===== src/design/bnr_pkg.sv =====
// Shared types and constants for the byte/nibble RAM copy and fill unit.
// Used by bnr_ctrl, bnr_datapath and the top level; no dependencies.
package bnr_pkg;

    localparam int RAM_BYTES = 65536;
    localparam int ADDR_W    = $clog2(RAM_BYTES);
    localparam int CNT_W     = $clog2(RAM_BYTES + 1);

    localparam logic [7:0] LO_MASK = 8'h0F;
    localparam logic [7:0] HI_MASK = 8'hF0;

    typedef enum logic [2:0] {
        CMD_BYTE_RD = 3'd0,
        CMD_NIB_RD  = 3'd1,
        CMD_BYTE_WR = 3'd2,
        CMD_NIB_WR  = 3'd3,
        CMD_COPY    = 3'd4,
        CMD_FILL    = 3'd5
    } cmd_t;

    typedef enum logic [2:0] {
        ST_IDLE,
        ST_RD_BYTE,
        ST_RD_NIB,
        ST_RMW,
        ST_COPY_RD,
        ST_COPY_WR,
        ST_FILL
    } state_t;

    typedef enum logic [1:0] {
        RD_IN_BYTE,
        RD_IN_NIB,
        RD_SPTR
    } rd_sel_t;

    typedef enum logic [1:0] {
        WR_IN_BYTE,
        WR_NIB,
        WR_FILL,
        WR_COPY
    } wr_sel_t;

    typedef enum logic [1:0] {
        RES_ZERO,
        RES_OOR,
        RES_BYTE,
        RES_NIB
    } res_sel_t;

    typedef struct packed {
        logic     load;
        logic     ram_rd;
        rd_sel_t  rd_sel;
        logic     ram_wr;
        wr_sel_t  wr_sel;
        logic     step;
        logic     res_load;
        res_sel_t res_sel;
    } ctrl_t;

    typedef struct packed {
        logic in_range;
        logic cnt_zero;
        logic cnt_last;
        logic res_free;
    } status_t;

endpackage


===== src/design/bnr_ctrl.sv =====
// Command sequencer for the byte/nibble RAM copy and fill unit.
// Depends on bnr_pkg; drives the datapath through bnr_pkg::ctrl_t.
module bnr_ctrl (
    input  logic              clk,
    input  logic              rst_n,
    input  logic              s_tvalid,
    output logic              s_tready,
    input  logic [2:0]        s_tuser,
    input  bnr_pkg::status_t  status,
    output bnr_pkg::ctrl_t    ctrl
);

    bnr_pkg::state_t state_reg;
    bnr_pkg::state_t state_next;

    always_ff @(posedge clk or negedge rst_n)
    begin
        if (!rst_n)
        begin
            state_reg <= bnr_pkg::ST_IDLE;
        end
        else
        begin
            state_reg <= state_next;
        end
    end

    always_comb
    begin
        state_next    = state_reg;
        s_tready      = 1'b0;
        ctrl.load     = 1'b0;
        ctrl.ram_rd   = 1'b0;
        ctrl.rd_sel   = bnr_pkg::RD_IN_BYTE;
        ctrl.ram_wr   = 1'b0;
        ctrl.wr_sel   = bnr_pkg::WR_IN_BYTE;
        ctrl.step     = 1'b0;
        ctrl.res_load = 1'b0;
        ctrl.res_sel  = bnr_pkg::RES_ZERO;

        unique case (state_reg)
            bnr_pkg::ST_IDLE:
            begin
                s_tready = status.res_free;
                if (s_tvalid && status.res_free)
                begin
                    ctrl.load = 1'b1;
                    if (!status.in_range)
                    begin
                        // bad start address: flag and ignore
                        ctrl.res_load = 1'b1;
                        ctrl.res_sel  = bnr_pkg::RES_OOR;
                    end
                    else
                    begin
                        case (bnr_pkg::cmd_t'(s_tuser))
                            bnr_pkg::CMD_BYTE_RD:
                            begin
                                ctrl.ram_rd = 1'b1;
                                ctrl.rd_sel = bnr_pkg::RD_IN_BYTE;
                                state_next  = bnr_pkg::ST_RD_BYTE;
                            end
                            bnr_pkg::CMD_NIB_RD:
                            begin
                                ctrl.ram_rd = 1'b1;
                                ctrl.rd_sel = bnr_pkg::RD_IN_NIB;
                                state_next  = bnr_pkg::ST_RD_NIB;
                            end
                            bnr_pkg::CMD_BYTE_WR:
                            begin
                                ctrl.ram_wr   = 1'b1;
                                ctrl.wr_sel   = bnr_pkg::WR_IN_BYTE;
                                ctrl.res_load = 1'b1;
                            end
                            bnr_pkg::CMD_NIB_WR:
                            begin
                                ctrl.ram_rd = 1'b1;
                                ctrl.rd_sel = bnr_pkg::RD_IN_NIB;
                                state_next  = bnr_pkg::ST_RMW;
                            end
                            bnr_pkg::CMD_COPY:
                            begin
                                if (status.cnt_zero)
                                begin
                                    ctrl.res_load = 1'b1;
                                end
                                else
                                begin
                                    state_next = bnr_pkg::ST_COPY_RD;
                                end
                            end
                            bnr_pkg::CMD_FILL:
                            begin
                                if (status.cnt_zero)
                                begin
                                    ctrl.res_load = 1'b1;
                                end
                                else
                                begin
                                    state_next = bnr_pkg::ST_FILL;
                                end
                            end
                            default:
                            begin
                                // unused codes: answer zero, not flagged
                                ctrl.res_load = 1'b1;
                            end
                        endcase
                    end
                end
            end
            bnr_pkg::ST_RD_BYTE:
            begin
                ctrl.res_load = 1'b1;
                ctrl.res_sel  = bnr_pkg::RES_BYTE;
                state_next    = bnr_pkg::ST_IDLE;
            end
            bnr_pkg::ST_RD_NIB:
            begin
                ctrl.res_load = 1'b1;
                ctrl.res_sel  = bnr_pkg::RES_NIB;
                state_next    = bnr_pkg::ST_IDLE;
            end
            bnr_pkg::ST_RMW:
            begin
                ctrl.ram_wr   = 1'b1;
                ctrl.wr_sel   = bnr_pkg::WR_NIB;
                ctrl.res_load = 1'b1;
                state_next    = bnr_pkg::ST_IDLE;
            end
            bnr_pkg::ST_COPY_RD:
            begin
                ctrl.ram_rd = 1'b1;
                ctrl.rd_sel = bnr_pkg::RD_SPTR;
                state_next  = bnr_pkg::ST_COPY_WR;
            end
            bnr_pkg::ST_COPY_WR:
            begin
                ctrl.ram_wr = 1'b1;
                ctrl.wr_sel = bnr_pkg::WR_COPY;
                ctrl.step   = 1'b1;
                if (status.cnt_last)
                begin
                    ctrl.res_load = 1'b1;
                    state_next    = bnr_pkg::ST_IDLE;
                end
                else
                begin
                    state_next = bnr_pkg::ST_COPY_RD;
                end
            end
            bnr_pkg::ST_FILL:
            begin
                ctrl.ram_wr = 1'b1;
                ctrl.wr_sel = bnr_pkg::WR_FILL;
                ctrl.step   = 1'b1;
                if (status.cnt_last)
                begin
                    ctrl.res_load = 1'b1;
                    state_next    = bnr_pkg::ST_IDLE;
                end
            end
            default:
            begin
                state_next = bnr_pkg::ST_IDLE;
            end
        endcase
    end

endmodule


===== config.mk =====
export PLATFORM = sky130hd
export DESIGN_NAME = bnr_ctrl
export DESIGN_NICKNAME = d
export VERILOG_FILES = /design/src/design/bnr_pkg.sv /design/src/design/bnr_ctrl.sv
export SDC_FILE = /design/constraint.sdc
export NUM_CORES = 1
export LEC_CHECK = 0
export ABC_AREA = 1
export BUFFER_PORTS_ARGS = -buffer_cell sky130_fd_sc_hd__clkbuf_2
export CORE_AREA = 2 2 39 41
export DETAILED_ROUTE_END_ITERATION = 16
export DIE_AREA = 0 0 41 43
export MAX_ROUTING_LAYER = met4
export PLACE_DENSITY_LB_ADDON = 0.12
export SYNTH_ARGS = -nofsm -noshare
export SYNTH_HDL_FRONTEND = slang
export SYNTH_SLANG_ARGS = --single-unit

===== constraint.sdc =====
create_clock -name clk -period 1.2 [get_ports clk]
set_input_delay 0.24 -clock clk [delete_from_list [all_inputs] [get_ports clk]]
set_output_delay 0.24 -clock clk [all_outputs]
set_load 0.01 [all_outputs]

==> results.toml, run 1 <==
[floorplan]
die-width_um = 41
rows = 14
io_pins = 22
die_y_um = 43
die-area_um2 = 1760
start_util = 0.263
core_region_area_um2 = 1380

[synth]
avgSynthCellArea_um2 = 5.78
syn_area_um2 = 364
synth_warnings = 0
yosysSeqAreaShare = 0.206
synth.net_count = 73
ys_seq_elements = 3
synth_cells = 63
synth.distinct_cells = 16

[timing]
slew_headroom = 0.854
fin_crit_ps = 1580
fin_ws_ps = -375
fmax_mhz = 635
fin_worst_skew_ps = 3.42
rsz0062_at_grt = "true"
hold_ws_ps = 306
min_period_over_period = 1.31
tightestPinTransition_ps = 217
final_hold_viol_count = 0
slew_violations = 0
setup_violations = 14

[run]
maxCapViolations = 0

[place]
portBuffers = 21
dpl_cell_area_um2 = 576
post-place-ws_ps = -109
hpwl_um = 864
gp_congestion = 0.727
placed_cells = 110

[critical_path]
crit_end = "ctrl[10]"
crit_path_start = "state_reg[1]$_DFFE_PN0P_"
crit_type = "reg -> out"
ff2ff_path_depth = 8
r2r_slack_ps = -20
cp_slowest_cell = "dfrtp_1"
crit_required_ps = 960
worstPathMaxFanout = 5
cp_num_buf_inv = 3
cp_slowest_stage_delay_ps = 420
timing.rr.end = "state_reg[1]$_DFFE_PN0P_"
startpoint_type = "flip-flop"
crit_cells = 6
cp.arrival_ps = 1340
crit_chain = "nor2_4, nand2_4, nor2_4, buf_4, buf_6, buf_6"
path_delay_family = "flip-flops"
endpoint_kind = "primary output"
r2r_start = "state_reg[0]$_DFFE_PN0P_"

[clocking]
cts_buffer_depth = 2
path_clk_slew_ps = 40
numCtsBuffers = 3
cts_htree_levels = 1
root_buffer = "clkbuf_4"
worst_skew_pair.late_latency_ps = 240
numClockSinks = 3
cts_tree = "yes"

[run_status]
status = "complete, but fails checks"
violations = "setup timing"

[worst_hold_path]
hold_class = "in -> reg"

[detailed_routing]
num_vias = 532
drt_first_pass_iters = 2
wirelength_um = 1150
vias_per_cell = 4.43
ant_nets = 0
drc_errors = 0
avgRoutedWirePerCell_um = 9.58
drt_iter0_drc = 2

[finish]
area_growth_pct = 93.1
design_area_um2 = 703
fin_nets = 115
diodes = 0
final_cells = 120
drive_above_1_share = 0.577
largest_register_ffs = 3

[power]
p_total_mw = 1.64
swShare = 0.462
vdd_drop_max_mv = 0.832
powerDensity_nw_per_um2 = 2330
power_frac_clock = 0.111
p_sw_mw = 0.756
internal_power_mw = 0.880
p_leak_nw = 0.404
seq_power_share = 0.116
combinationalPowerShare = 0.773

[global_routing]
grt_pass1_vias = 487
grt_max_degree = 7
grt_pass1_wl_um = 1820
grt_overflow = 0
globalRouteTotalUtil = 0.159
antenna_found_initial = 0
## stage by stage
stage | setup TNS, ps | util
CTS | -3540 | 0.482
detailed placement | -572 | 0.416
floorplan | -45.1 | -
global placement | -409 | 0.416
global route | -4450 | 0.508
finish | -3500 | 0.508
## Yosys cell counts
library cell,count,area [um^2]
a21oi_1,3,15.0
buf_4,1,7.51
dfrtp_1,3,75.1
inv_1,8,30.0
inv_2,3,11.3
nand2_1,18,67.6
nand2_2,1,6.26
nand2_4,1,11.3
nand3_1,3,15.0
nand4_1,2,12.5
nor2_1,7,26.3
nor2_2,2,12.5
nor2_4,2,22.5
o21ai_0,6,30.0
o22ai_1,1,6.26
o31ai_1,2,15.0
## repair_timing
| item | in CTS | in global routing |
|---|---|---|
| endpoints found under the hold margin | 3 | 0 |
| gates resized for setup | 10 | 20 |
| setup endpoints to repair | 12 | 15 |
| setup buffers | 3 | 4 |
| hold buffers | 1 | 0 |
| pin swaps | 4 | 6 |
## area by class of cell
| type | count | area [um^2] |
|---|---|---|
| fill | 143 | 681 |
| multi-input combinational | 48 | 287 |
| timing repair buffer | 38 | 253 |
| sequential | 3 | 76.3 |
| inverter | 11 | 41.3 |
| clock buffer | 4 | 26.3 |
| tap | 16 | 20.0 |
## logic make-up after synthesis
kind of cell | synth area share
buffers and inverters | 0.134
and+or+nand+nor | 0.478
AOI/OAI and AO/OA | 0.182
DFF | 0.206
## worst min-delay path by stage
| stage | start | end | cells past startpoint |
|---|---|---|---|
| after detailed placement | rst_n | state_reg[2]$_DFFE_PN0P_ | 1 |
| after global placement | rst_n | state_reg[2]$_DFFE_PN0P_ | 1 |
| after global routing | rst_n | state_reg[2]$_DFFE_PN0P_ | 2 |
| after CTS | status[1] | state_reg[2]$_DFFE_PN0P_ | 4 |
| final | status[1] | state_reg[2]$_DFFE_PN0P_ | 4 |
| after floorplan | rst_n | state_reg[0]$_DFFE_PN0P_ | 0 |
## metal layers
metal	share of wire	vias up	routed length, um	global-route usage
li1	-	286	-	-
met2	0.50	17	572	0.244
met3	0.049	4	56	0.0157
met1	0.43	225	499	0.177
met4	0.020	0	23	0.120
met5	0	-	0	-
## power groups by stage
| stage | Clock (mW) | Combinational [mW] | Sequential (mW) |
|---|---|---|---|
| global route | 0.193 | 1.41 | 0.198 |
| CTS | 0.186 | 1.26 | 0.186 |
| detailed placement | 0 | 1.07 | 0.189 |
| finish | 0.182 | 1.26 | 0.190 |
| global placement | 0 | 1.07 | 0.188 |
| floorplan | 0 | 0.575 | 0.198 |
## layout by cell type, fill, tap and decap left out, types with 2 or more instances in the layout
master,instances
nor2_1,6
buf_4,13
inv_1,7
nor2_4,4
o21ai_1,2
clkbuf_2,10
nand2_2,4
a21oi_1,3
nand3_1,3
nand2_1,14
inv_2,4
nand4_1,2
clkbuf_4,3
nand2_4,2
dfrtp_1,2
o21ai_0,2
buf_2,10
o21ai_2,2
buf_6,4
## worst min-delay path, cell delays in order
cell      delay (ps)
clkbuf_2         120
nor2_4            50
inv_2             50
nand2_1           40
(Power assumes the default switching activity.)
==> inputs of run 2 (changes only) <==
--- a/config.mk
+++ b/config.mk
@@ -10,8 +10,9 @@
 export CORE_AREA = 2 2 39 41
 export DETAILED_ROUTE_END_ITERATION = 16
 export DIE_AREA = 0 0 41 43
+export GPL_TIMING_DRIVEN = 0
 export MAX_ROUTING_LAYER = met4
-export PLACE_DENSITY_LB_ADDON = 0.12
+export RECOVER_POWER = 50
 export SYNTH_ARGS = -nofsm -noshare
 export SYNTH_HDL_FRONTEND = slang
 export SYNTH_SLANG_ARGS = --single-unit
==> results.toml, run 2 (synthesis results as in run 1) <==
[run_status]
status = "complete, but fails checks"
violations = "setup timing"

[place]
post-place-ws_ps = -130
gp_congestion = 0.791
portBuffers = 21
hpwl_um = 786

[timing]
fin_worst_skew_ps = 1.51
hold_ws_ps = 343
final_hold_viol_count = 0
fin_ws_ps = -332
slew_headroom = 0.856
setup_tns_ps = -3140
tightestPinTransition_ps = 214
rsz0062_at_grt = "true"
slew_violations = 0
fin_crit_ps = 1530
fmax_mhz = 653
setup_violations = 12
min_period_over_period = 1.28

[power]
p_leak_nw = 0.348
combinationalPowerShare = 0.731
internal_power_mw = 0.771
seq_power_share = 0.148
power_frac_clock = 0.120
swShare = 0.478
p_sw_mw = 0.706
powerDensity_nw_per_um2 = 2420
vdd_drop_max_mv = 0.801

[detailed_routing]
wirelength_um = 1030
drt_first_pass_iters = 4
ant_nets = 0
vias_per_cell = 4.46
avgRoutedWirePerCell_um = 9.15
drt_iter0_drc = 11
num_vias = 500
drc_errors = 0

[floorplan]
rows = 14
die-area_um2 = 1760
core_region_area_um2 = 1380
start_util = 0.263
io_pins = 22
die_y_um = 43
die-width_um = 41

[clocking]
cts_htree_levels = 1
path_clk_slew_ps = 40
worst_skew_pair.late_latency_ps = 230
cts_tree = "yes"
numCtsBuffers = 3
cts_buffer_depth = 2
numClockSinks = 3
root_buffer = "clkbuf_4"

[global_routing]
grt_overflow = 0
grt_pass1_wl_um = 1630
antenna_found_initial = 0
globalRouteTotalUtil = 0.139
grt_pass1_vias = 460
grt_max_degree = 7

[finish]
nFillCells = 154
largest_register_ffs = 3
drive_above_1_share = 0.500
fin_util = 0.440
final_common_cell = "nand2_1"
diodes = 0
regArea_um2 = 77.6
fin_nets = 107
area_growth_pct = 67.4
layout_common_cells = "nand2_1 (16), clkbuf_2 (10), buf_4 (9), buf_2 (9)"
multi_input_comb_area_um2 = 265

[critical_path]
worstPathMaxFanout = 5
startpoint_type = "flip-flop"
crit_required_ps = 960
endpoint_kind = "primary output"
cp.arrival_ps = 1290
crit_type = "reg -> out"

[run]
maxCapViolations = 0

[worst_hold_path]
hold_class = "in -> async"
## run 2: cell count changes in the layout (fill, tap and decap cells not counted), moves of 2 or more
cell	change
buf_6	-4
nor2_4	-2
nand2_2	-2
buf_4	-4
nand2_1	+2
## run 2: timing repair
item                                    4_1_cts  5_1_grt
endpoints found under the setup margin       12       15
setup buffers                                 6        1
hold buffers                                  1        0
pin swaps                                     2        3
gates resized for setup                       7       13
hold endpoints to repair                      3        0
## run 2: metrics by stage
stage / power (mW) / instances / cell area (um^2)
floorplan: 0.773 / 63 / 375
global placement: 1.03 / 100 / 500
detailed placement: 1.03 / 100 / 500
CTS: 1.41 / 111 / 592
global route: 1.63 / 112 / 609
finish: 1.48 / 112 / 609
## run 2: area by class of cell
cell class / instances / area share
Multi-Input combinational cell: 48 / 0.435
Timing Repair Buffer: 29 / 0.277
Sequential cell: 3 / 0.127
Inverter: 11 / 0.0719
Clock buffer: 4 / 0.0431
Tap cell: 16 / 0.0329
Buffer: 1 / 0.0123
## run 2: per-layer routing
layer	vias to the layer above	share of wire	track usage
met5	-	0	-
met4	0	0	0.0800
met3	0	0.054	0.0314
met2	15	0.51	0.213
met1	217	0.44	0.157
li1	268	-	-
## run 2: final timing paths
check,slack [ps],from,to,cells after the start
max in group asynchronous,680,rst_n,state_reg[2]$_DFFE_PN0P_,2
min,340,rst_n,state_reg[0]$_DFFE_PN0P_,2
max reg2reg,60,state_reg[1]$_DFFE_PN0P_,state_reg[2]$_DFFE_PN0P_,7
min in group clk,340,s_tuser[1],state_reg[0]$_DFFE_PN0P_,3
max,-330,state_reg[1]$_DFFE_PN0P_,ctrl[6],6
min reg2reg,670,state_reg[2]$_DFFE_PN0P_,state_reg[0]$_DFFE_PN0P_,2
## run 2: worst max-delay path, stage by stage (launching register included)
cell and delay, ps:
dfrtp_1 420, nor2_4 170, nand2_4 100, nor2_4 100, nand4_1 90, nand2_1 70, buf_2 120
## run 2: power groups by stage
stage	clock, mW	sequential [mW]	combinational [mW]
floorplan	0	0.198	0.575
global placement	0	0.207	0.823
detailed placement	0	0.209	0.826
CTS	0.188	0.219	1.00
global route	0.205	0.224	1.20
finish	0.178	0.219	1.08
==> inputs of run 3 (changes only) <==
--- a/config.mk
+++ b/config.mk
@@ -6,10 +6,11 @@
 export NUM_CORES = 1
 export LEC_CHECK = 0
 export ABC_AREA = 1
-export BUFFER_PORTS_ARGS = -buffer_cell sky130_fd_sc_hd__clkbuf_2
 export CORE_AREA = 2 2 39 41
 export DETAILED_ROUTE_END_ITERATION = 16
 export DIE_AREA = 0 0 41 43
+export DONT_BUFFER_PORTS = 1
+export GPL_ROUTABILITY_DRIVEN = 0
 export GPL_TIMING_DRIVEN = 0
 export MAX_ROUTING_LAYER = met4
 export RECOVER_POWER = 50
==> results.toml, run 3 (synthesis results as in run 1) <==
[finish]
layout_common_cells = "nand2_1 (12), buf_4 (7), nor2_4 (6), inv_1 (6), nand2_2 (5)"
largest_register_ffs = 3
final_common_cell = "nand2_1"
fin_util = 0.422
diodes = 0
drive_above_1_share = 0.533
fin_nets = 86
area_growth_pct = 60.5

[detailed_routing]
drt_first_pass_iters = 4
ant_nets = 0
num_vias = 445
vias_per_cell = 4.89
avgRoutedWirePerCell_um = 11.5
wirelength_um = 1050
drt_iter0_drc = 5
drc_errors = 0

[power]
seq_power_share = 0.134
p_total_mw = 1.55
p_leak_nw = 0.267
power_frac_clock = 0.117
vdd_drop_max_mv = 0.677
internal_power_mw = 0.755
swShare = 0.514
p_sw_mw = 0.797
combinationalPowerShare = 0.749
powerDensity_nw_per_um2 = 2660

[timing]
hold_ws_ps = 189
setup_violations = 12
rsz0062_at_grt = "true"
slew_violations = 0
tightestPinTransition_ps = 350
fin_worst_skew_ps = 4.28
fin_crit_ps = 1510
slew_headroom = 0.764
fmax_mhz = 664
fin_ws_ps = -307
min_period_over_period = 1.26
final_hold_viol_count = 0
setup_tns_ps = -2070

[global_routing]
grt_max_degree = 6
antenna_found_initial = 0
grt_pass1_wl_um = 1720
grt_overflow = 0
grt_pass1_vias = 449
globalRouteTotalUtil = 0.145

[clocking]
cts_tree = "yes"
cts_buffer_depth = 2
numClockSinks = 3
numCtsBuffers = 3
worst_skew_pair.late_latency_ps = 240
root_buffer = "clkbuf_4"
cts_htree_levels = 1
path_clk_slew_ps = 40

[place]
portBuffers = 0
post-place-ws_ps = -128
hpwl_um = 784

[critical_path]
cp.arrival_ps = 1270
endpoint_kind = "primary output"
worstPathMaxFanout = 4
crit_required_ps = 960
crit_type = "reg -> out"
startpoint_type = "flip-flop"

[floorplan]
core_region_area_um2 = 1380
io_pins = 22
die-width_um = 41
rows = 14
start_util = 0.263
die-area_um2 = 1760
die_y_um = 43

[worst_hold_path]
hold_class = "in -> reg"

[run]
maxCapViolations = 0

[run_status]
violations = "setup timing"
status = "complete, but fails checks"
==> run 3: layout make-up <==
cell class	instances	area (um^2)
Multi-Input combinational cell	48	333
Clock buffer	4	26.3
Inverter	11	43.8
Tap cell	16	20.0
Sequential cell	3	78.8
Buffer	1	7.51
Fill cell	139	800
Timing Repair Buffer	8	75.1
==> run 3: final timing paths <==
path,start,to,slack [ps],cells past startpoint
max,state_reg[1]$_DFFE_PN0P_,ctrl[6],-310,5
min,status[1],state_reg[2]$_DFFE_PN0P_,190,3
max reg2reg,state_reg[1]$_DFFE_PN0P_,state_reg[1]$_DFFE_PN0P_,90,6
min reg2reg,state_reg[1]$_DFFE_PN0P_,state_reg[2]$_DFFE_PN0P_,720,5
max in group asynchronous,rst_n,state_reg[1]$_DFFE_PN0P_,780,1
min in group asynchronous,rst_n,state_reg[2]$_DFFE_PN0P_,250,1
==> run 3: repair_timing <==
item,in CTS,in global routing
endpoints found under the setup margin,12,15
endpoints found under the hold margin,3,0
pin swaps,5,3
hold buffers,1,0
buffers inserted,6,1
resized for setup,24,5
==> run 3: power groups by stage <==
stage / sequential [mW] / combinational (mW) / clock, mW
2_1_floorplan: 0.198 / 0.575 / 0
3_3_place_gp: 0.209 / 0.660 / 0
3_5_place_dp: 0.210 / 0.671 / 0
4_1_cts: 0.205 / 1.11 / 0.185
5_1_grt: 0.219 / 1.27 / 0.191
6_report: 0.208 / 1.16 / 0.181
==> run 3: worst max-delay path, stage by stage, from the launching register on <==
cell,delay [ps]
dfrtp_2,430
nor2_4,150
nand2_4,90
nor2_4,140
nand4_1,120
nand2_2,100
==> run 3: layer usage <==
| metal | share of wire | GRT usage | vias up |
|---|---|---|---|
| li1 | - | - | 224 |
| met1 | 0.39 | 0.159 | 204 |
| met2 | 0.54 | 0.238 | 15 |
| met3 | 0.055 | 0.0209 | 2 |
| met4 | 0.0086 | 0.0800 | 0 |
| met5 | 0 | - | - |
==> run 3: stage by stage <==
stage	std cells	instance area, um^2
4_1_cts	90	562
5_1_grt	91	584
3_5_place_dp	79	395
6_report	91	584
2_1_floorplan	63	375
3_3_place_gp	79	395
